`src/rtl/assert_macros.svh`:
```
// Assertion helpers used by ljms_core.
`ifndef ASSERT_MACROS_SVH
`define ASSERT_MACROS_SVH

`ifndef SYNTHESIS
`define LJMS_ASSERT(lbl, clk, rst_n, prop) \
    lbl: assert property (@(posedge clk) disable iff (!rst_n) prop) \
        else $error("ljms assertion failed");
`define LJMS_ASSERT_NEVER(lbl, clk, rst_n, expr) \
    lbl: assert property (@(posedge clk) disable iff (!rst_n) !(expr)) \
        else $error("ljms forbidden condition seen");
`else
`define LJMS_ASSERT(lbl, clk, rst_n, prop)
`define LJMS_ASSERT_NEVER(lbl, clk, rst_n, expr)
`endif

`endif

```
`src/rtl/ljms_pkg.sv`:
```
package ljms_pkg;

    typedef enum logic [2:0] {
        MODE_RELAX     = 3'd0,
        MODE_NORMAL    = 3'd1,
        MODE_OFFGROUND = 3'd2,
        MODE_SPIN      = 3'd3,
        MODE_JUMP      = 3'd4
    } mode_t;

    typedef enum logic [2:0] {
        PH_NONE    = 3'd0,
        PH_START   = 3'd1,
        PH_EXTEND  = 3'd2,
        PH_AIR     = 3'd3,
        PH_LANDING = 3'd4
    } phase_t;

    typedef enum logic [1:0] {
        CMD_RELAX  = 2'd0,
        CMD_NORMAL = 2'd1,
        CMD_SPIN   = 2'd2,
        CMD_JUMP   = 2'd3
    } cmd_t;

    typedef enum logic [2:0] {
        SRC_ZERO    = 3'd0,
        SRC_LENGTH  = 3'd1,
        SRC_EXTEND  = 3'd2,
        SRC_RETRACT = 3'd3,
        SRC_LANDING = 3'd4
    } source_t;

    localparam logic [1:0] JC_NONE     = 2'd0;
    localparam logic [1:0] JC_PREPARED = 2'd1;
    localparam logic [1:0] JC_JUMP     = 2'd2;

    typedef enum logic [2:0] {
        REG_SUPPORT_FORCE_LIMIT   = 3'd0,
        REG_EXTEND_DONE_LENGTH    = 3'd1,
        REG_RETRACT_DONE_LENGTH   = 3'd2,
        REG_LANDING_LENGTH        = 3'd3,
        REG_LANDING_SAG           = 3'd4,
        REG_LANDING_RATE_LIMIT    = 3'd5,
        REG_TOUCHDOWN_TICKS       = 3'd6
    } reg_idx_t;

    localparam int APB_ADDR_W = 5;
    localparam int APB_DATA_W = 32;

    localparam logic [15:0] RST_SUPPORT_FORCE_LIMIT   = 16'd200;
    localparam logic [13:0] RST_EXTEND_DONE_LENGTH    = 14'd3500;
    localparam logic [13:0] RST_RETRACT_DONE_LENGTH   = 14'd1500;
    localparam logic [13:0] RST_LANDING_LENGTH        = 14'd2000;
    localparam logic [13:0] RST_LANDING_SAG           = 14'd200;
    localparam logic [14:0] RST_LANDING_RATE_LIMIT    = 15'd100;
    localparam logic [7:0]  RST_TOUCHDOWN_TICKS       = 8'd5;

    typedef struct packed {
        logic [15:0] support_force_limit;
        logic [13:0] extend_done_length;
        logic [13:0] retract_done_length;
        logic [13:0] landing_length;
        logic [13:0] landing_sag;
        logic [14:0] landing_rate_limit;
        logic [7:0]  touchdown_ticks;
    } cfg_t;

    typedef struct packed {
        logic               link_ok;
        logic [1:0]         mode_command;
        logic [1:0]         jump_request;
        logic [13:0]        left_length;
        logic [13:0]        right_length;
        logic signed [15:0] left_length_rate;
        logic signed [15:0] right_length_rate;
        logic signed [15:0] left_support;
        logic signed [15:0] right_support;
    } item_t;

    typedef struct packed {
        logic [2:0] chassis_mode;
        logic [2:0] jump_phase;
        logic [2:0] force_source;
        logic       offground_balance;
        logic       relax_flag;
        logic       odom_reset;
        logic       clear_roll_loop;
        logic       clear_retract_loop;
    } result_t;

endpackage

```
`src/rtl/ljms_if.sv`:
```
interface ljms_item_if;
    import ljms_pkg::*;

    logic  valid;
    logic  ready;
    item_t data;

    modport source (output valid, output data, input ready);
    modport sink (input valid, input data, output ready);
endinterface

interface ljms_result_if;
    import ljms_pkg::*;

    logic    valid;
    logic    ready;
    result_t data;

    modport source (output valid, output data, input ready);
    modport sink (input valid, input data, output ready);
endinterface

```
`src/rtl/ljms_cfg.sv`:
```
module ljms_cfg (
    input  logic                                clk,
    input  logic                                rst_n,
    input  logic                                psel,
    input  logic                                penable,
    input  logic                                pwrite,
    input  logic [ljms_pkg::APB_ADDR_W-1:0]     paddr,
    input  logic [ljms_pkg::APB_DATA_W-1:0]     pwdata,
    output logic [ljms_pkg::APB_DATA_W-1:0]     prdata,
    output logic                                pready,
    output ljms_pkg::cfg_t                      cfg
);
    import ljms_pkg::*;

    cfg_t     cfg_reg;
    cfg_t     cfg_next;
    reg_idx_t idx;
    logic     wr_en;

    assign idx    = reg_idx_t'(paddr[APB_ADDR_W-1:2]);
    assign wr_en  = psel && penable && pwrite;
    assign pready = 1'b1;
    assign cfg    = cfg_reg;

    always_comb
    begin
        cfg_next = cfg_reg;
        if (wr_en)
        begin
            unique case (idx)
                REG_SUPPORT_FORCE_LIMIT:   cfg_next.support_force_limit   = pwdata[15:0];
                REG_EXTEND_DONE_LENGTH:    cfg_next.extend_done_length    = pwdata[13:0];
                REG_RETRACT_DONE_LENGTH:   cfg_next.retract_done_length   = pwdata[13:0];
                REG_LANDING_LENGTH:        cfg_next.landing_length        = pwdata[13:0];
                REG_LANDING_SAG:           cfg_next.landing_sag           = pwdata[13:0];
                REG_LANDING_RATE_LIMIT:    cfg_next.landing_rate_limit    = pwdata[14:0];
                REG_TOUCHDOWN_TICKS:       cfg_next.touchdown_ticks       = pwdata[7:0];
                default:                   cfg_next = cfg_reg;
            endcase
        end
    end

    always_comb
    begin
        prdata = '0;
        unique case (idx)
            REG_SUPPORT_FORCE_LIMIT:   prdata[15:0] = cfg_reg.support_force_limit;
            REG_EXTEND_DONE_LENGTH:    prdata[13:0] = cfg_reg.extend_done_length;
            REG_RETRACT_DONE_LENGTH:   prdata[13:0] = cfg_reg.retract_done_length;
            REG_LANDING_LENGTH:        prdata[13:0] = cfg_reg.landing_length;
            REG_LANDING_SAG:           prdata[13:0] = cfg_reg.landing_sag;
            REG_LANDING_RATE_LIMIT:    prdata[14:0] = cfg_reg.landing_rate_limit;
            REG_TOUCHDOWN_TICKS:       prdata[7:0]  = cfg_reg.touchdown_ticks;
            default:                   prdata = '0;
        endcase
    end

    always_ff @(posedge clk or negedge rst_n)
    begin
        if (!rst_n)
        begin
            cfg_reg.support_force_limit   <= RST_SUPPORT_FORCE_LIMIT;
            cfg_reg.extend_done_length    <= RST_EXTEND_DONE_LENGTH;
            cfg_reg.retract_done_length   <= RST_RETRACT_DONE_LENGTH;
            cfg_reg.landing_length        <= RST_LANDING_LENGTH;
            cfg_reg.landing_sag           <= RST_LANDING_SAG;
            cfg_reg.landing_rate_limit    <= RST_LANDING_RATE_LIMIT;
            cfg_reg.touchdown_ticks       <= RST_TOUCHDOWN_TICKS;
        end
        else
        begin
            cfg_reg <= cfg_next;
        end
    end

endmodule

```
`src/rtl/ljms_core.sv`:
```
`include "assert_macros.svh"

module ljms_core (
    input  logic              clk,
    input  logic              rst_n,
    input  logic              step_en,
    input  ljms_pkg::item_t   item,
    input  ljms_pkg::cfg_t    cfg,
    output ljms_pkg::result_t res
);
    import ljms_pkg::*;

    typedef struct packed {
        mode_t  mode;
        phase_t phase;
    } norm_t;

    // Normal-mode rules: spin request, jump preparation and launch.
    function automatic norm_t norm_step(cmd_t cmd, logic [1:0] jc, mode_t m, phase_t p);
        norm_t r;
        r.mode  = m;
        r.phase = p;
        if (cmd == CMD_SPIN)
        begin
            r.mode = MODE_SPIN;
        end
        if (cmd == CMD_JUMP)
        begin
            if (jc == JC_PREPARED)
            begin
                r.phase = PH_START;
            end
            else if (jc == JC_JUMP && p == PH_START)
            begin
                r.phase = PH_EXTEND;
                r.mode  = MODE_JUMP;
            end
        end
        else
        begin
            r.phase = PH_NONE;
        end
        return r;
    endfunction

    mode_t        mode_reg, mode_next;
    phase_t       phase_reg, phase_next;
    logic [7:0]   cnt_reg, cnt_next, cnt_calc, cnt_inc, cnt_land;

    cmd_t         cmd;
    logic [1:0]   jc;
    logic [14:0]  lsum;
    logic [16:0]  rate_sum;
    logic [16:0]  sup_sum;
    logic [14:0]  land_diff;
    logic         offground, extend_done, retract_done;
    logic         compressed, compressing, confirmed, jump_active;
    norm_t        normal, fallback;
    source_t      source;
    logic         offbal, relax, odom, clr_roll, clr_ret;

    assign cmd = cmd_t'(item.mode_command);
    assign jc  = item.jump_request;

    always_comb
    begin
        lsum      = {1'b0, item.left_length} + {1'b0, item.right_length};
        rate_sum  = {item.left_length_rate[15], item.left_length_rate}
                  + {item.right_length_rate[15], item.right_length_rate};
        sup_sum   = {item.left_support[15], item.left_support}
                  + {item.right_support[15], item.right_support};
        land_diff = {1'b0, cfg.landing_length} - {1'b0, cfg.landing_sag};

        offground    = $signed({sup_sum[16], sup_sum})
                     < $signed({2'b00, cfg.support_force_limit});
        extend_done  = lsum > {cfg.extend_done_length, 1'b0};
        retract_done = lsum < {cfg.retract_done_length, 1'b0};
        compressed   = $signed({2'b00, lsum}) < $signed({land_diff[14], land_diff, 1'b0});
        compressing  = $signed({rate_sum[16], rate_sum})
                     < -$signed({2'b00, cfg.landing_rate_limit, 1'b0});

        cnt_inc   = (cnt_reg == 8'hFF) ? cnt_reg : cnt_reg + 8'd1;
        cnt_land  = (compressed && compressing) ? cnt_inc : 8'd0;
        confirmed = cnt_land >= cfg.touchdown_ticks;

        jump_active = cmd == CMD_JUMP && jc == JC_JUMP
                   && (phase_reg == PH_EXTEND || phase_reg == PH_AIR
                       || phase_reg == PH_LANDING);

        normal   = norm_step(cmd, jc, mode_reg, phase_reg);
        fallback = norm_step(cmd, jc, MODE_NORMAL, PH_NONE);

        mode_next  = mode_reg;
        phase_next = phase_reg;
        cnt_calc   = cnt_reg;
        source     = SRC_ZERO;
        offbal     = 1'b0;
        relax      = 1'b0;
        odom       = 1'b0;
        clr_roll   = 1'b0;
        clr_ret    = 1'b0;

        if (!item.link_ok || cmd == CMD_RELAX)
        begin
            clr_roll   = mode_reg != MODE_RELAX;
            mode_next  = MODE_RELAX;
            phase_next = PH_NONE;
            relax      = 1'b1;
            odom       = 1'b1;
        end
        else
        begin
            unique case (mode_reg)
                MODE_RELAX:
                begin
                    relax = 1'b1;
                    odom  = 1'b1;
                    if (cmd == CMD_NORMAL || cmd == CMD_JUMP)
                    begin
                        mode_next = MODE_NORMAL;
                    end
                    else if (cmd == CMD_SPIN)
                    begin
                        mode_next = MODE_SPIN;
                    end
                end
                MODE_NORMAL:
                begin
                    source     = SRC_LENGTH;
                    mode_next  = normal.mode;
                    phase_next = normal.phase;
                end
                MODE_SPIN:
                begin
                    source     = SRC_LENGTH;
                    mode_next  = normal.mode;
                    phase_next = normal.phase;
                    if (normal.mode == MODE_SPIN && cmd != CMD_SPIN)
                    begin
                        mode_next = MODE_NORMAL;
                    end
                end
                MODE_JUMP:
                begin
                    if (!jump_active)
                    begin
                        source     = SRC_LENGTH;
                        mode_next  = fallback.mode;
                        phase_next = fallback.phase;
                    end
                    else if (phase_reg == PH_EXTEND)
                    begin
                        source = SRC_EXTEND;
                        offbal = offground;
                        if (extend_done)
                        begin
                            phase_next = PH_AIR;
                            clr_ret    = 1'b1;
                        end
                    end
                    else if (phase_reg == PH_AIR)
                    begin
                        source = SRC_RETRACT;
                        offbal = 1'b1;
                        odom   = 1'b1;
                        if (retract_done)
                        begin
                            phase_next = PH_LANDING;
                        end
                    end
                    else
                    begin
                        source   = SRC_LANDING;
                        offbal   = 1'b1;
                        odom     = 1'b1;
                        cnt_calc = cnt_land;
                        if (confirmed)
                        begin
                            phase_next = PH_NONE;
                            mode_next  = MODE_NORMAL;
                        end
                    end
                end
                default:
                begin
                    relax = 1'b1;
                end
            endcase
        end

        // any stage change restarts touchdown confirmation
        cnt_next = (phase_next != phase_reg) ? 8'd0 : cnt_calc;
    end

    assign res.chassis_mode       = mode_next;
    assign res.jump_phase         = phase_next;
    assign res.force_source       = source;
    assign res.offground_balance  = offbal;
    assign res.relax_flag         = relax;
    assign res.odom_reset         = odom;
    assign res.clear_roll_loop    = clr_roll;
    assign res.clear_retract_loop = clr_ret;

    always_ff @(posedge clk or negedge rst_n)
    begin
        if (!rst_n)
        begin
            mode_reg  <= MODE_RELAX;
            phase_reg <= PH_NONE;
            cnt_reg   <= 8'd0;
        end
        else if (step_en)
        begin
            mode_reg  <= mode_next;
            phase_reg <= phase_next;
            cnt_reg   <= cnt_next;
        end
    end

    `LJMS_ASSERT(a_cnt_only_landing, clk, rst_n, (cnt_reg != 8'd0) |-> (phase_reg == PH_LANDING))
    `LJMS_ASSERT(a_jump_has_stage, clk, rst_n, (mode_reg == MODE_JUMP) |-> (phase_reg == PH_EXTEND || phase_reg == PH_AIR || phase_reg == PH_LANDING))
    `LJMS_ASSERT_NEVER(a_relax_no_stage, clk, rst_n, mode_reg == MODE_RELAX && phase_reg != PH_NONE)
    `LJMS_ASSERT(a_clr_ret_enters_air, clk, rst_n, (step_en && res.clear_retract_loop) |=> (phase_reg == PH_AIR))

endmodule

```
`src/rtl/leg_jump_mode_sequencer.sv`:
```
// channel  | dir | handshake      | transaction
// ---------+-----+----------------+----------------------------------------
// item     | in  | valid / ready  | one control tick: commands, legs, forces
// result   | out | valid / ready  | mode, stage, force source and flags
// apb      | in  | psel / penable | config register write or read
//
// One transaction per clock cycle sustained while result.ready is high; an accepted
// item passes through the input register, then step logic into the result register.
// Reset (rst_n low) returns mode to relax, stage to none, clears the
// touchdown counter and loads config defaults.
// With result.ready low the result register holds and one more item can wait
// in the input register before item.ready drops.
module leg_jump_mode_sequencer (
    input  logic                                clk,
    input  logic                                rst_n,
    ljms_item_if.sink                           item,
    ljms_result_if.source                       result,
    input  logic                                psel,
    input  logic                                penable,
    input  logic                                pwrite,
    input  logic [ljms_pkg::APB_ADDR_W-1:0]     paddr,
    input  logic [ljms_pkg::APB_DATA_W-1:0]     pwdata,
    output logic [ljms_pkg::APB_DATA_W-1:0]     prdata,
    output logic                                pready
);
    import ljms_pkg::*;

    cfg_t    cfg;
    logic    in_valid_reg, in_valid_next;
    item_t   in_data_reg;
    logic    out_valid_reg, out_valid_next;
    result_t out_data_reg;
    result_t step_res;
    logic    out_free, step_en, item_take;

    assign out_free   = !out_valid_reg || result.ready;
    assign step_en    = in_valid_reg && out_free;
    assign item.ready = !in_valid_reg || out_free;
    assign item_take  = item.valid && item.ready;

    assign result.valid = out_valid_reg;
    assign result.data  = out_data_reg;

    always_comb
    begin
        in_valid_next = in_valid_reg;
        if (item_take)
        begin
            in_valid_next = 1'b1;
        end
        else if (step_en)
        begin
            in_valid_next = 1'b0;
        end

        out_valid_next = out_valid_reg;
        if (step_en)
        begin
            out_valid_next = 1'b1;
        end
        else if (result.ready)
        begin
            out_valid_next = 1'b0;
        end
    end

    always_ff @(posedge clk or negedge rst_n)
    begin
        if (!rst_n)
        begin
            in_valid_reg  <= 1'b0;
            out_valid_reg <= 1'b0;
        end
        else
        begin
            in_valid_reg  <= in_valid_next;
            out_valid_reg <= out_valid_next;
        end
    end

    always_ff @(posedge clk)
    begin
        if (item_take)
        begin
            in_data_reg <= item.data;
        end
        if (step_en)
        begin
            out_data_reg <= step_res;
        end
    end

    ljms_cfg u_cfg (
        .clk     (clk),
        .rst_n   (rst_n),
        .psel    (psel),
        .penable (penable),
        .pwrite  (pwrite),
        .paddr   (paddr),
        .pwdata  (pwdata),
        .prdata  (prdata),
        .pready  (pready),
        .cfg     (cfg)
    );

    ljms_core u_core (
        .clk     (clk),
        .rst_n   (rst_n),
        .step_en (step_en),
        .item    (in_data_reg),
        .cfg     (cfg),
        .res     (step_res)
    );

endmodule
```
`src/flat_wrapper.sv`:
```
// flat-port wrapper written by rule: the top's interface ports become plain ports
module leg_jump_mode_sequencer_flat import ljms_pkg::*;
  (clk, rst_n, psel, penable, pwrite, paddr, pwdata, prdata, pready, item_valid, item_data, item_ready, result_valid, result_data, result_ready);
  ljms_item_if item_i ();
  ljms_result_if result_i ();
  input  logic clk;
  input  logic rst_n;
  input  logic psel;
  input  logic penable;
  input  logic pwrite;
  input  logic [ljms_pkg::APB_ADDR_W-1:0] paddr;
  input  logic [ljms_pkg::APB_DATA_W-1:0] pwdata;
  output logic [ljms_pkg::APB_DATA_W-1:0] prdata;
  output logic pready;
  input wire logic [$bits(item_i.valid)-1:0] item_valid;
  input wire logic [$bits(item_i.data)-1:0] item_data;
  output wire logic [$bits(item_i.ready)-1:0] item_ready;
  output wire logic [$bits(result_i.valid)-1:0] result_valid;
  output wire logic [$bits(result_i.data)-1:0] result_data;
  input wire logic [$bits(result_i.ready)-1:0] result_ready;
  assign item_i.valid = item_valid;
  assign item_i.data = item_data;
  assign item_ready = item_i.ready;
  assign result_valid = result_i.valid;
  assign result_data = result_i.data;
  assign result_i.ready = result_ready;
  leg_jump_mode_sequencer u_core (.clk(clk), .rst_n(rst_n), .item(item_i), .result(result_i), .psel(psel), .penable(penable), .pwrite(pwrite), .paddr(paddr), .pwdata(pwdata), .prdata(prdata), .pready(pready));
endmodule
```
`config.mk`:
```
export PLATFORM = sky130hd
export DESIGN_NAME = leg_jump_mode_sequencer_flat
export DESIGN_NICKNAME = d
export VERILOG_FILES = /design/src/rtl/ljms_pkg.sv /design/src/rtl/ljms_if.sv /design/src/rtl/ljms_cfg.sv /design/src/rtl/ljms_core.sv /design/src/rtl/leg_jump_mode_sequencer.sv /design/src/flat_wrapper.sv
export VERILOG_INCLUDE_DIRS = /design/src /design/src/rtl
export SDC_FILE = /design/constraint.sdc
export NUM_CORES = 1
export LEC_CHECK = 0
export BUFFER_PORTS_ARGS = -buffer_cell sky130_fd_sc_hd__buf_2
export CAP_MARGIN = 40
export CORE_UTILIZATION = 63
export DETAILED_ROUTE_END_ITERATION = 16
export PLACE_DENSITY = 0.86
export SYNTH_ARGS = -nofsm -noshare
export SYNTH_HDL_FRONTEND = slang
export SYNTH_SLANG_ARGS = --single-unit
```
`constraint.sdc`:
```
create_clock -name clk -period 9.9 [get_ports clk]
set_input_delay 1.98 -clock clk [delete_from_list [all_inputs] [get_ports clk]]
set_output_delay 1.98 -clock clk [all_outputs]
set_load 0.02 [all_outputs]
```
==> results of run 1 <==
## metal layers
metal / routed length (µm) / vias to the layer above / share of wire
met5: 11 / - / 0.00033
met4: 1640 / 2 / 0.049
met3: 2800 / 117 / 0.084
met2: 15600 / 513 / 0.47
met1: 13200 / 5184 / 0.40
li1: - / 5060 / -
## worst max-delay path, cell delays in order (launching register included)
cell and delay, ns:
edfxtp_1 0.37, ha_1 0.24, fa_1 0.42, a21o_1 0.20, a21oi_1 0.22, nor2b_1 0.08, o21a_1 0.20, o311ai_0 0.49
a31oi_1 0.25, nand3_1 0.14, nand2_1 0.15, ha_1 0.37, a22oi_1 0.18, nand3b_1 0.08, or4b_2 0.64, a21oi_1 0.26
nand2_1 0.25, nor3_1 0.34, ha_1 0.30, a21o_1 0.18, a31oi_1 0.15, o21ai_0 0.11, o41a_1 0.37, a21bo_2 0.25
a221o_1 0.58, o31ai_4 0.51, o22a_1 0.22
## layout by cell type, fill, tap and decap left out, types with 13 or more instances in the layout
| cell | instances |
|---|---|
| nand2_1 | 107 |
| mux2_2 | 51 |
| buf_2 | 153 |
| nor2b_1 | 18 |
| dfrtp_1 | 80 |
| mux2i_1 | 14 |
| edfxtp_1 | 111 |
| nand3_1 | 20 |
| nand2b_1 | 19 |
| conb_1 | 17 |
| nor2_1 | 70 |
| clkbuf_16 | 26 |
| o21ai_0 | 100 |
| xor2_1 | 24 |
| ha_1 | 140 |
| nor4_1 | 13 |
| nor3_1 | 29 |
| xnor2_1 | 35 |
| a21o_1 | 22 |
| inv_1 | 92 |
| a31oi_1 | 17 |
| dfstp_2 | 31 |
| a21oi_1 | 74 |
## cells by family (layout without fill, tap and decap cells)
group | after synthesis | count (layout) | synth area share
compound gates | 319 | 319 | 0.149
xor+xnor | 59 | 59 | 0.0377
fa+ha+maj | 144 | 144 | 0.134
buf+inv | 142 | 306 | 0.0446
flops | 222 | 222 | 0.448
mux | 69 | 69 | 0.0587
other cells | 2 | 17 | 0.000548
simple gates | 350 | 350 | 0.127
## layout make-up
type,instances,area [µm²]
Inverter,92,345
Fill cell,1446,5550
Tap cell,275,344
Sequential cell,222,6150
Clock inverter,12,153
Timing Repair Buffer,166,891
Clock buffer,36,708
Multi-Input combinational cell,958,7020
## power by group through the flow
stage	Clock [mW]	Sequential, mW	Combinational, mW
after floorplan	0	1.20	0.681
after CTS	0.973	1.21	0.939
final	0.964	1.21	0.947
after global placement	0	1.22	0.876
after global routing	1.01	1.22	1.07
after detailed placement	0	1.22	0.925
## path summary, 6_finish.rpt
check	from	endpoint	slack [ns]
worst max-delay path	u_core.in_data_reg[64]	u_core.u_core.cnt_reg[6]	2.29
worst min-delay path	u_core.in_valid_reg	u_core.result.valid	0.49
worst max register to register	u_core.in_data_reg[64]	u_core.u_core.cnt_reg[6]	2.29
worst min register to register	u_core.in_valid_reg	u_core.result.valid	0.49
max in group asynchronous	rst_n	u_core.u_cfg.cfg[27]	7.19
min in group asynchronous	rst_n	u_core.result.valid	1.51
==> metrics.md, run 1 <==
| Metric | Value |
|---|---|
| Clk pwr share | 0.309 |
| Pleak | about 6.9 nW |
| Clock Pin Slew Worst Setup and Hold Paths | around 0.060 ns |
| CP Class | reg -> reg |
| Routing usage on met1 | 0.389 |
| Net Sw Frac | 0.327 |
| Layout cells sized above 1 | 0.215 |
| Vias/cell | just over 6 |
| Worst slew margin | 0.476 |
| Starting Density | 0.648 |
| Number of global-route vias before repair | between 10000 and 15000 |
| Post-CTS setup buffer count | 0 |
| DRC errors left | 0 |
| Die area | roughly 22000 µm² |
| Die span in y | around 150 µm |
| Max Cap Viol | 0 |
| Primary FF master, synth | edfxtp_1 |
| DR pass1 iterations | 5 |
| Area delta synth->final | 13.8% |
| Power Density | around 200 nW/µm² |
| EDFF count, synth | approximately 110 |
| First-pass GRT wire length | around 52000 µm |
| Power Total | around 3.1 mW |
| Register bit count reported by yosys | around 220 |
| H-Tree Depth | 1 |
| Startpoint types | flop |
| Wirelength, routed | 33300 µm |
| Worst setup margin | about 2.3 ns |
| Rows | between 50 and 60 |
| Worst min path class | reg -> reg |
| Nets@finish | 1751 |
| Critical Path RT | 10.37 ns |
| Commonest cells in the netlist | 140 x ha_1, 111 x edfxtp_1, 107 x nand2_1, 100 x o21ai_0, 92 x inv_1 |
| Met2 Resource Use GR | 0.493 |
| Post-Synthesis Cells | roughly 1300 |
| RSZ-0062 raised after global routing | no |
| CTS max path bufs | 3 |
| Hold WS | 0.488 ns |
| Post-cts resize count | 0 |
| Placed Cells | 1713 |
| Via count | around 11000 |
| Placer Congestion | 0.952 |
| Final core occ | 0.738 |
| Detailed Place HPWL | about 24000 µm |
| Flop pwr share | 0.388 |
| Max FO, Critical Path | 13 |
| Finished Layout Cells | 1761 |
| Most numerous cell in the Yosys netlist | ha_1 |
| Critical path endpoint category | flop |
| Final Cycle Share | 0.769 |
| Dpl cell area | between 10000 and 15000 µm² |
| Yosys top cell by area | edfxtp_1 |
| Inserted Diodes | 0 |
| Max Slew Vio Count | 0 |
| Yosys top cell area share | 0.243 |
| Seq/Total Area, Yosys | 0.448 |
| Final worst path period need | ~7.6 ns |
| Mapped cell area | roughly 14000 µm² |
| Setup Skew | 0.0234 ns |
| Num ports | 190 |
| CP arrival | between 8 and 9 ns |
| Worst VDD drop | approximately 0.17 mV |
| Largest net degree at the start of global routing | just over 60 |
| Design area | about 16000 µm² |
| Count of different cell masters after synthesis | between 80 and 90 |
| Power Internal | about 2.1 mW |
| Clk sinks | about 220 |
| Status | finished, final reports clean |
| Max FFs per register | 97 |
| GR peak layer | met2 |
| GR Overflow Total | 0 |
| Clk_lat worst skew | ~0.55 ns |
| Clock Root Buffer | clkbuf_16 |
| Port bufs | ~150 |
| Met3 Usage GRT | 0.0567 |
| Top post-synthesis cells by area | edfxtp_1 24%, dfrtp_1 15%, ha_1 13%, dfstp_2 5.9%, mux2_2 4.2% |
| Antenna violations before repair | 1 |
| Drt wl/cell | ~19 µm |
| TritonCTS clock tree | done |
| Register-to-Register Path Depth | 26 |
| NetSw | between 1 and 1.5 mW |
| Initial DRC Count | between 900 and 1000 |
| Hold depth | 1 |
| Hold buffers post-CTS | 0 |
| Inserted Clock Buffers | 26 |
| Final setup TNS | 0 ns |
| Total GRT Usage | 0.302 |
| Max Clk Rate | approximately 130 MHz |
| Comb power frac | 0.303 |
| CORE AREA | around 21000 µm² |
| Worst-Margin Slew | slightly below 0.8 ns |
| Pre-CTS setup slack | between 2 and 2.5 ns |
| Final ANT Viol Nets | 0 |
| Async set or reset register ratio after synthesis | 0.500 |
| Final setup vio count | 0 |
| Syn avg cell area | between 10 and 15 µm² |
| Final hold violations | 0 |
| Die Wd | roughly 150 µm |
| Synth warn | 0 |
(Power assumes the default switching activity.)
==> run 2, diff against run 1 <==
ABC_AREA = 1   (was not set)
CORE_UTILIZATION = 53   (was 63)
PLACE_DENSITY = 0.78   (was 0.86)
clock period = 6.33 ns   (was 9.9 ns; I/O delays follow)
==> run 2 against run 1 <==
  * Hold slack worse by 0.0014 ns
  * Non-clock buffer count down 5
  * Power up 70%
  * Largest cell class unchanged
  * Largest power group unchanged
==> metrics.md, run 2 <==
| Metric | Value |
|---|---|
| Pre-CTS setup slack | 0.618 ns (-1.75 ns) |
| Most frequent CP cell | nand2_1 |
| Clk_lat worst skew | 0.54 ns (about the same) |
| CP max stage delay | 0.38 ns (-0.26 ns) |
| Rows | 58 (+9.4%) |
| DR pass1 iterations | 5 (unchanged) |
| Die span in y | 162 µm (+8.4%) |
| Critical path endpoint category | flop |
| Final hold violations | 0 (unchanged) |
| Setup Skew | 0.00968 ns (-0.0137 ns) |
| Seq/Total Area, Yosys | 0.453 (+0.00417) |
| Worst-Margin Slew | 0.924 ns (+0.138 ns) |
| RSZ-0062 raised after global routing | no |
| Nets@finish | 1980 (+13%) |
| Number of global-route vias before repair | 10600 (+2.0%) |
| Layout cells sized above 1 | 0.155 (-0.0608) |
| Reg2reg setup slack | 0.60 ns (-1.69 ns) |
| Yosys top cell area share | 0.245 (+0.00226) |
| Mapped cell area | 13600 µm² (-0.92%) |
| Area of the multi-input gates | 6420 µm² (-8.5%) |
| Syn avg cell area | 8.89 µm² (-15%) |
| Status | finished, final reports clean |
| CTS max path bufs | 3 (unchanged) |
| Total GRT Usage | 0.245 (-0.0570) |
| Worst setup margin | 0.598 ns (-1.69 ns) |
| Clock Pin Slew Worst Setup and Hold Paths | 0.06 ns (about the same) |
| Post-cts resize count | 0 (unchanged) |
| Initial DRC Count | 1046 (+8.2%) |
| Max FFs per register | 97 (unchanged) |
| Async set or reset register ratio after synthesis | 0.500 (unchanged) |
| Top post-synthesis cells by area | edfxtp_1 25%, dfrtp_1 15%, ha_1 13%, nand2_1 9.1%, dfstp_2 6.0% |
| Critical Path RT | 6.81 ns (-3.56 ns) |
| Primary FF master, synth | edfxtp_1 |
| TritonCTS clock tree | done |
| Post-CTS setup buffer count | 0 (unchanged) |
| CP Class | reg -> reg |
| First-pass GRT wire length | 50700 µm (-3.3%) |
| Max Cap Viol | 0 (unchanged) |
| Count of different cell masters after synthesis | 50 (-40%) |
| Worst slew margin | 0.382 (-0.0935) |
| Final ANT Viol Nets | 0 (unchanged) |
| Drt wl/cell | 15.6 µm (-18%) |
| CP arrival | 6.21 ns (-1.87 ns) |
| CP max-delay cell | edfxtp_1 |
| Via count | 11100 (+2.0%) |
| Pleak | 7.45 nW (+7.6%) |
| Design area | 15600 µm² (-0.22%) |
| GR Overflow Total | 0 (unchanged) |
| Post-Synthesis Cells | 1528 (+17%) |
| Worst VDD drop | 0.250 mV (+51%) |
| Antenna violations before repair | 1 (unchanged) |
| Max Clk Rate | 174 MHz (+33%) |
| Port bufs | 154 (unchanged) |
| Synth warn | 0 (unchanged) |
| Clk sinks | 222 (unchanged) |
| H-Tree Depth | 1 (unchanged) |
| Wirelength, routed | 31900 µm (-4.2%) |
| Final Cycle Share | 0.906 (+0.136) |
| Worst min path class | reg -> reg |
| Area delta synth->final | 14.6% |
| CORE AREA | 25200 µm² (+19%) |
| Largest net degree at the start of global routing | 45 (-26%) |
| Final worst path period need | 5.73 ns (-1.88 ns) |
| Die area | 26300 µm² (+18%) |
| Hold buffers post-CTS | 0 (unchanged) |
| Num ports | 190 (unchanged) |
| Detailed Place HPWL | 24300 µm (about the same) |
| Starting Density | 0.540 (-0.109) |
| Clock Root Buffer | clkbuf_16 |
| Dpl cell area | 14700 µm² (-0.35%) |
| Final setup TNS | 0 ns (unchanged) |
| EDFF count, synth | 111 (unchanged) |
| Yosys top cell by area | edfxtp_1 |
| Register bit count reported by yosys | 222 (unchanged) |
| Most numerous cell in the Yosys netlist | nand2_1 |
| Vias/cell | 5.42 (-12%) |
| Power Density | 341 nW/µm² (+71%) |
| Fill cell count | 2070 (+43%) |
| Startpoint types | flop |
| Commonest cells in the netlist | 330 x nand2_1, 217 x inv_1, 140 x ha_1, 133 x o21ai_0, 111 x edfxtp_1 |
| Commonest non-fill, non-tap cells in the layout | 330 x nand2_1, 216 x inv_1, 153 x buf_2, 140 x ha_1, 133 x o21ai_0 |
| Placer Congestion | 0.922 (-3.2%) |
| Max Slew Vio Count | 0 (unchanged) |
| DRC errors left | 0 (unchanged) |
| Inserted Clock Buffers | 26 (unchanged) |
| Final setup vio count | 0 (unchanged) |
| Max FO, Critical Path | 8 (-5) |
| Register Area | 6150 µm² (unchanged) |
| Commonest non-fill, non-tap cell in the layout | nand2_1 |
| Die Wd | 162 µm (+8.4%) |
run 2: changes by cell type after synthesis, moves of 20 or more:
cell and change:
a21oi_1 +20, inv_1 +125, mux2_2 -51, nand2_1 +223, nand3_1 +27, o21ai_0 +33
xor2_1 +24
run 2: worst paths after layout:
path	cells past startpoint	start	to
max	42	u_core.in_data_reg[35]	u_core.u_core.cnt_reg[5]
min reg2reg	2	u_core.u_cfg.cfg[62]	u_core.u_cfg.cfg[62]
max reg2reg	42	u_core.in_data_reg[35]	u_core.u_core.cnt_reg[5]
max in group asynchronous	3	rst_n	u_core.u_cfg.cfg[44]
min in group asynchronous	1	rst_n	u_core.u_core.cnt_reg[7]
min	2	u_core.u_cfg.cfg[62]	u_core.u_cfg.cfg[62]
run 2: per-stage QoR:
step | power (mW) | util | cells | hold slack [ns]
after floorplan | 3.29 | - | 1543 | 0.453
after global placement | 3.68 | 0.582 | 1995 | 0.466
after detailed placement | 3.78 | 0.584 | 1997 | 0.473
after CTS | 5.32 | 0.618 | 2045 | 0.488
after global routing | 5.66 | 0.618 | 2046 | 0.495
final | 5.31 | 0.618 | 2046 | 0.487
run 2: layout make-up:
cell class / count / share of cell area
sequential: 222 / 0.395
clock buffer: 30 / 0.0434
multi-input combinational: 1054 / 0.412
antenna: 1 / 0.000161
clock inverter: 18 / 0.0125
timing repair buffer: 161 / 0.0546
inverter: 230 / 0.0557
tap: 330 / 0.0265
run 2: routing by layer:
metal	part of all wire	GRT usage	routed length [µm]	vias to the layer above
met5	0	0	0	-
met4	0.037	0.0973	1190	0
met3	0.067	0.0391	2140	75
met2	0.49	0.429	15600	407
met1	0.41	0.301	13000	5145
li1	-	-	-	5464
run 2: critical path: cells and delay by family (launching register included):
kind	cells	cell delay (ns)
buf+inv	2	0.13
compound gates	4	0.84
fa+ha+maj	3	0.98
simple gates	33	3.33
flops	1	0.38
run 2: power by group:
group	internal [mW]	switching, mW	leakage [nW]
clock network	0.924	0.595	0.431
registers	1.77	0.146	2.42
logic	0.697	1.18	4.61
run 2: logic make-up after synthesis:
group,Yosys count,synth area share
other cells,2,0.000553
simple gates,515,0.161
buf+inv,267,0.0793
fa+ha+maj,144,0.135
flops,222,0.453
xor+xnor,64,0.0413
compound gates,314,0.130
==> run 3, diff against run 2 <==
CORE_UTILIZATION = 40   (was 53)
PLACE_DENSITY = 0.61   (was 0.78)
==> run 3 against run 2 <==
  * Critical path depth down 3
  * Power up 2.3%
  * Sequential cell count unchanged
  * Worst setup slack better by 0.18 ns
  * Sequential power about the same
  * Combinational power about the same
  * Largest cell class unchanged
  * Highest routed layer unchanged
==> metrics.md, run 3 (same netlist as run 2, synthesis figures left out) <==
| Metric | Value |
|---|---|
| Power Total | 5.43 mW (+2.3%) |
| Via count | 10700 (-3.3%) |
| Num ports | 190 (unchanged) |
| Layout cells sized above 1 | 0.165 (+0.0100) |
| Vias/cell | 4.94 (-8.9%) |
| Worst VDD drop | 0.305 mV (+22%) |
| CP Depth | 39 (-7.1%) |
| CP arrival | 6.04 ns (-0.17 ns) |
| CP max-delay cell | fa_1 |
| TritonCTS clock tree | done |
| Most frequent CP cell | nand2_1 |
| Number of global-route vias before repair | 10200 (-4.2%) |
| Final ANT Viol Nets | 0 (unchanged) |
| Power Density | 342 nW/µm² (+0.19%) |
| CORE AREA | 33400 µm² (+33%) |
| Wirelength, routed | 32500 µm (+1.9%) |
| Placer Congestion | 0.897 (-2.6%) |
| Critical path endpoint | u_core.u_core.cnt_reg[7] |
| Max Cap Viol | 0 (unchanged) |
| Initial DRC Count | 592 (-43%) |
| CTS max path bufs | 3 (unchanged) |
| Final Cycle Share | 0.877 (-0.0286) |
| Finished Layout Cells | 2172 (+6.2%) |
| Clk_lat worst skew | 0.57 ns (+0.03 ns) |
| Clock Pin Slew Worst Setup and Hold Paths | 0.06 ns (about the same) |
| Placed Cells | 2117 (+6.0%) |
| Max Slew Vio Count | 0 (unchanged) |
| Critical Path RT | 6.82 ns (about the same) |
| Total GRT Usage | 0.192 (-0.0531) |
| Worst-Margin Slew | 0.904 ns (-0.0204 ns) |
| CP max stage delay | 0.46 ns (+0.08 ns) |
| Hold buffers post-CTS | 0 (unchanged) |
| Worst r2r dst | u_core.u_core.cnt_reg[7] |
| H-Tree Depth | 1 (unchanged) |
| Antenna violations before repair | 4 (+3) |
| First-pass GRT wire length | 51300 µm (+1.3%) |
| Die span in y | 186 µm (+15%) |
| DRC errors left | 0 (unchanged) |
| Critical path endpoint category | flop |
| Worst Setup SP | u_core.in_data_reg[33] |
| Hold depth | 2 (unchanged) |
| Area delta synth->final | 17.0% |
| Crit path buf inv count | 3 (+1) |
| DR pass1 iterations | 6 (+1) |
| Final hold violations | 0 (unchanged) |
| Max Clk Rate | 180 MHz (+3.3%) |
| Reg2reg setup slack | 0.78 ns (+0.18 ns) |
| Clk sinks | 222 (unchanged) |
| Setup Skew | 0.0179 ns (+0.00820 ns) |
| Port bufs | 154 (unchanged) |
| Worst min path class | reg -> reg |
| Starting Density | 0.406 (-0.133) |
| Final worst path period need | 5.55 ns (-0.181 ns) |
| Clock Root Buffer | clkbuf_16 |
| Worst setup margin | 0.779 ns (+0.181 ns) |
| GR Overflow Total | 0 (unchanged) |
| Hold WS | 0.486 ns (-0.000966 ns) |
| Startpoint types | flop |
| Nets@finish | 1984 (+0.20%) |
| Fill cell count | 3214 (+55%) |
| Max FO, Critical Path | 8 (unchanged) |
| Final setup vio count | 0 (unchanged) |
| CP Class | reg -> reg |
| Critical path's top delay family | simple AND/OR/NAND/NOR gates |
| Inserted Clock Buffers | 27 (+3.8%) |
| Reg2reg start | u_core.in_data_reg[33] |
| Die area | 34700 µm² (+32%) |
| Detailed Place HPWL | 25300 µm (+4.2%) |
| Register-to-Register Path Depth | 39 (-7.1%) |
| Pleak | 7.52 nW (+0.94%) |
| Die Wd | 186 µm (+15%) |
| Pre-CTS setup slack | 0.552 ns (-0.0667 ns) |
| Rows | 67 (+16%) |
| Status | finished, final reports clean |
| Commonest non-fill, non-tap cell in the layout | nand2_1 |
| Commonest non-fill, non-tap cells in the layout | 330 x nand2_1, 216 x inv_1, 153 x buf_2, 140 x ha_1, 133 x o21ai_0 |
| Drt wl/cell | 15.0 µm (-4.0%) |
| Largest net degree at the start of global routing | 66 (+47%) |
| Max FFs per register | 97 (unchanged) |
| Worst slew margin | 0.396 (+0.0136) |
[run 3: cell types whose count changed in the layout (fill, tap and decap cells not counted), sizes merged]
cell / delta
clkinv: -12
clkbuf: +8
inv: +5
buf: +3
diode: +3
clkinvlp: +2
bufinv: -1
[run 3: worst min path at each step]
stage | start | to | slack [ns]
2_1_floorplan | u_core.u_cfg.cfg[1] | u_core.u_cfg.cfg[1] | 0.45
3_3_place_gp | u_core.u_cfg.cfg[83] | u_core.u_cfg.cfg[83] | 0.47
3_5_place_dp | u_core.u_cfg.cfg[79] | u_core.u_cfg.cfg[79] | 0.47
4_1_cts | rst_n | u_core.u_core.cnt_reg[1] | 0.49
5_1_grt | rst_n | u_core.u_core.cnt_reg[1] | 0.50
6_report | u_core.u_cfg.cfg[80] | u_core.u_cfg.cfg[80] | 0.49
[run 3: metal layers]
| layer | vias up | GRT usage | routed length [µm] |
|---|---|---|---|
| met5 | - | 0 | 0 |
| met4 | 0 | 0.0613 | 862 |
| met2 | 268 | 0.322 | 15300 |
| met1 | 4927 | 0.249 | 14500 |
| li1 | 5468 | - | - |
| met3 | 58 | 0.0354 | 1880 |
[run 3: cell type report]
cell class              instances  area, µm²  area share
clock inverters                12        158     0.00992
multi-input cells            1054       6450       0.406
clock buffers                  38        812      0.0511
repair buffers                164        883      0.0556
flip-flops and latches        222       6150       0.387
inverters                     230        868      0.0546
well taps                     448        561      0.0353
diodes                          4       10.0    0.000630
[run 3: worst register-to-register path: cells and delay by family (launching register included)]
family / cells / cell delay, ns
flip-flops: 1 / 0.34
AND/OR/NAND/NOR: 28 / 3.05
adder cells (fa/ha/maj): 3 / 1.08
AO/OA/AOI/OAI: 5 / 0.79
buffers and inverters: 3 / 0.21
[run 3: per-stage QoR]
| stage | utilization | cell area (µm²) | TNS, ns |
|---|---|---|---|
| 2_1_floorplan | - | 13600 | 0 |
| 5_1_grt | 0.475 | 15900 | -0.0195 |
| 6_report | 0.475 | 15900 | 0 |
| 4_1_cts | 0.474 | 15800 | 0 |
| 3_3_place_gp | 0.443 | 14800 | 0 |
| 3_5_place_dp | 0.445 | 14900 | 0 |
[run 3: repair_timing]
item | 4_1_cts | 5_1_grt
setup buffers | 0 | 1
resized for setup | 0 | 9
setup endpoints to repair | 0 | 8
hold endpoints to repair | 0 | 0
[run 3: power by group]
group	internal (mW)	leakage, nW	switching, mW
Combinational	0.697	4.63	1.17
Clock	1.02	0.478	0.633
Sequential	1.77	2.42	0.145
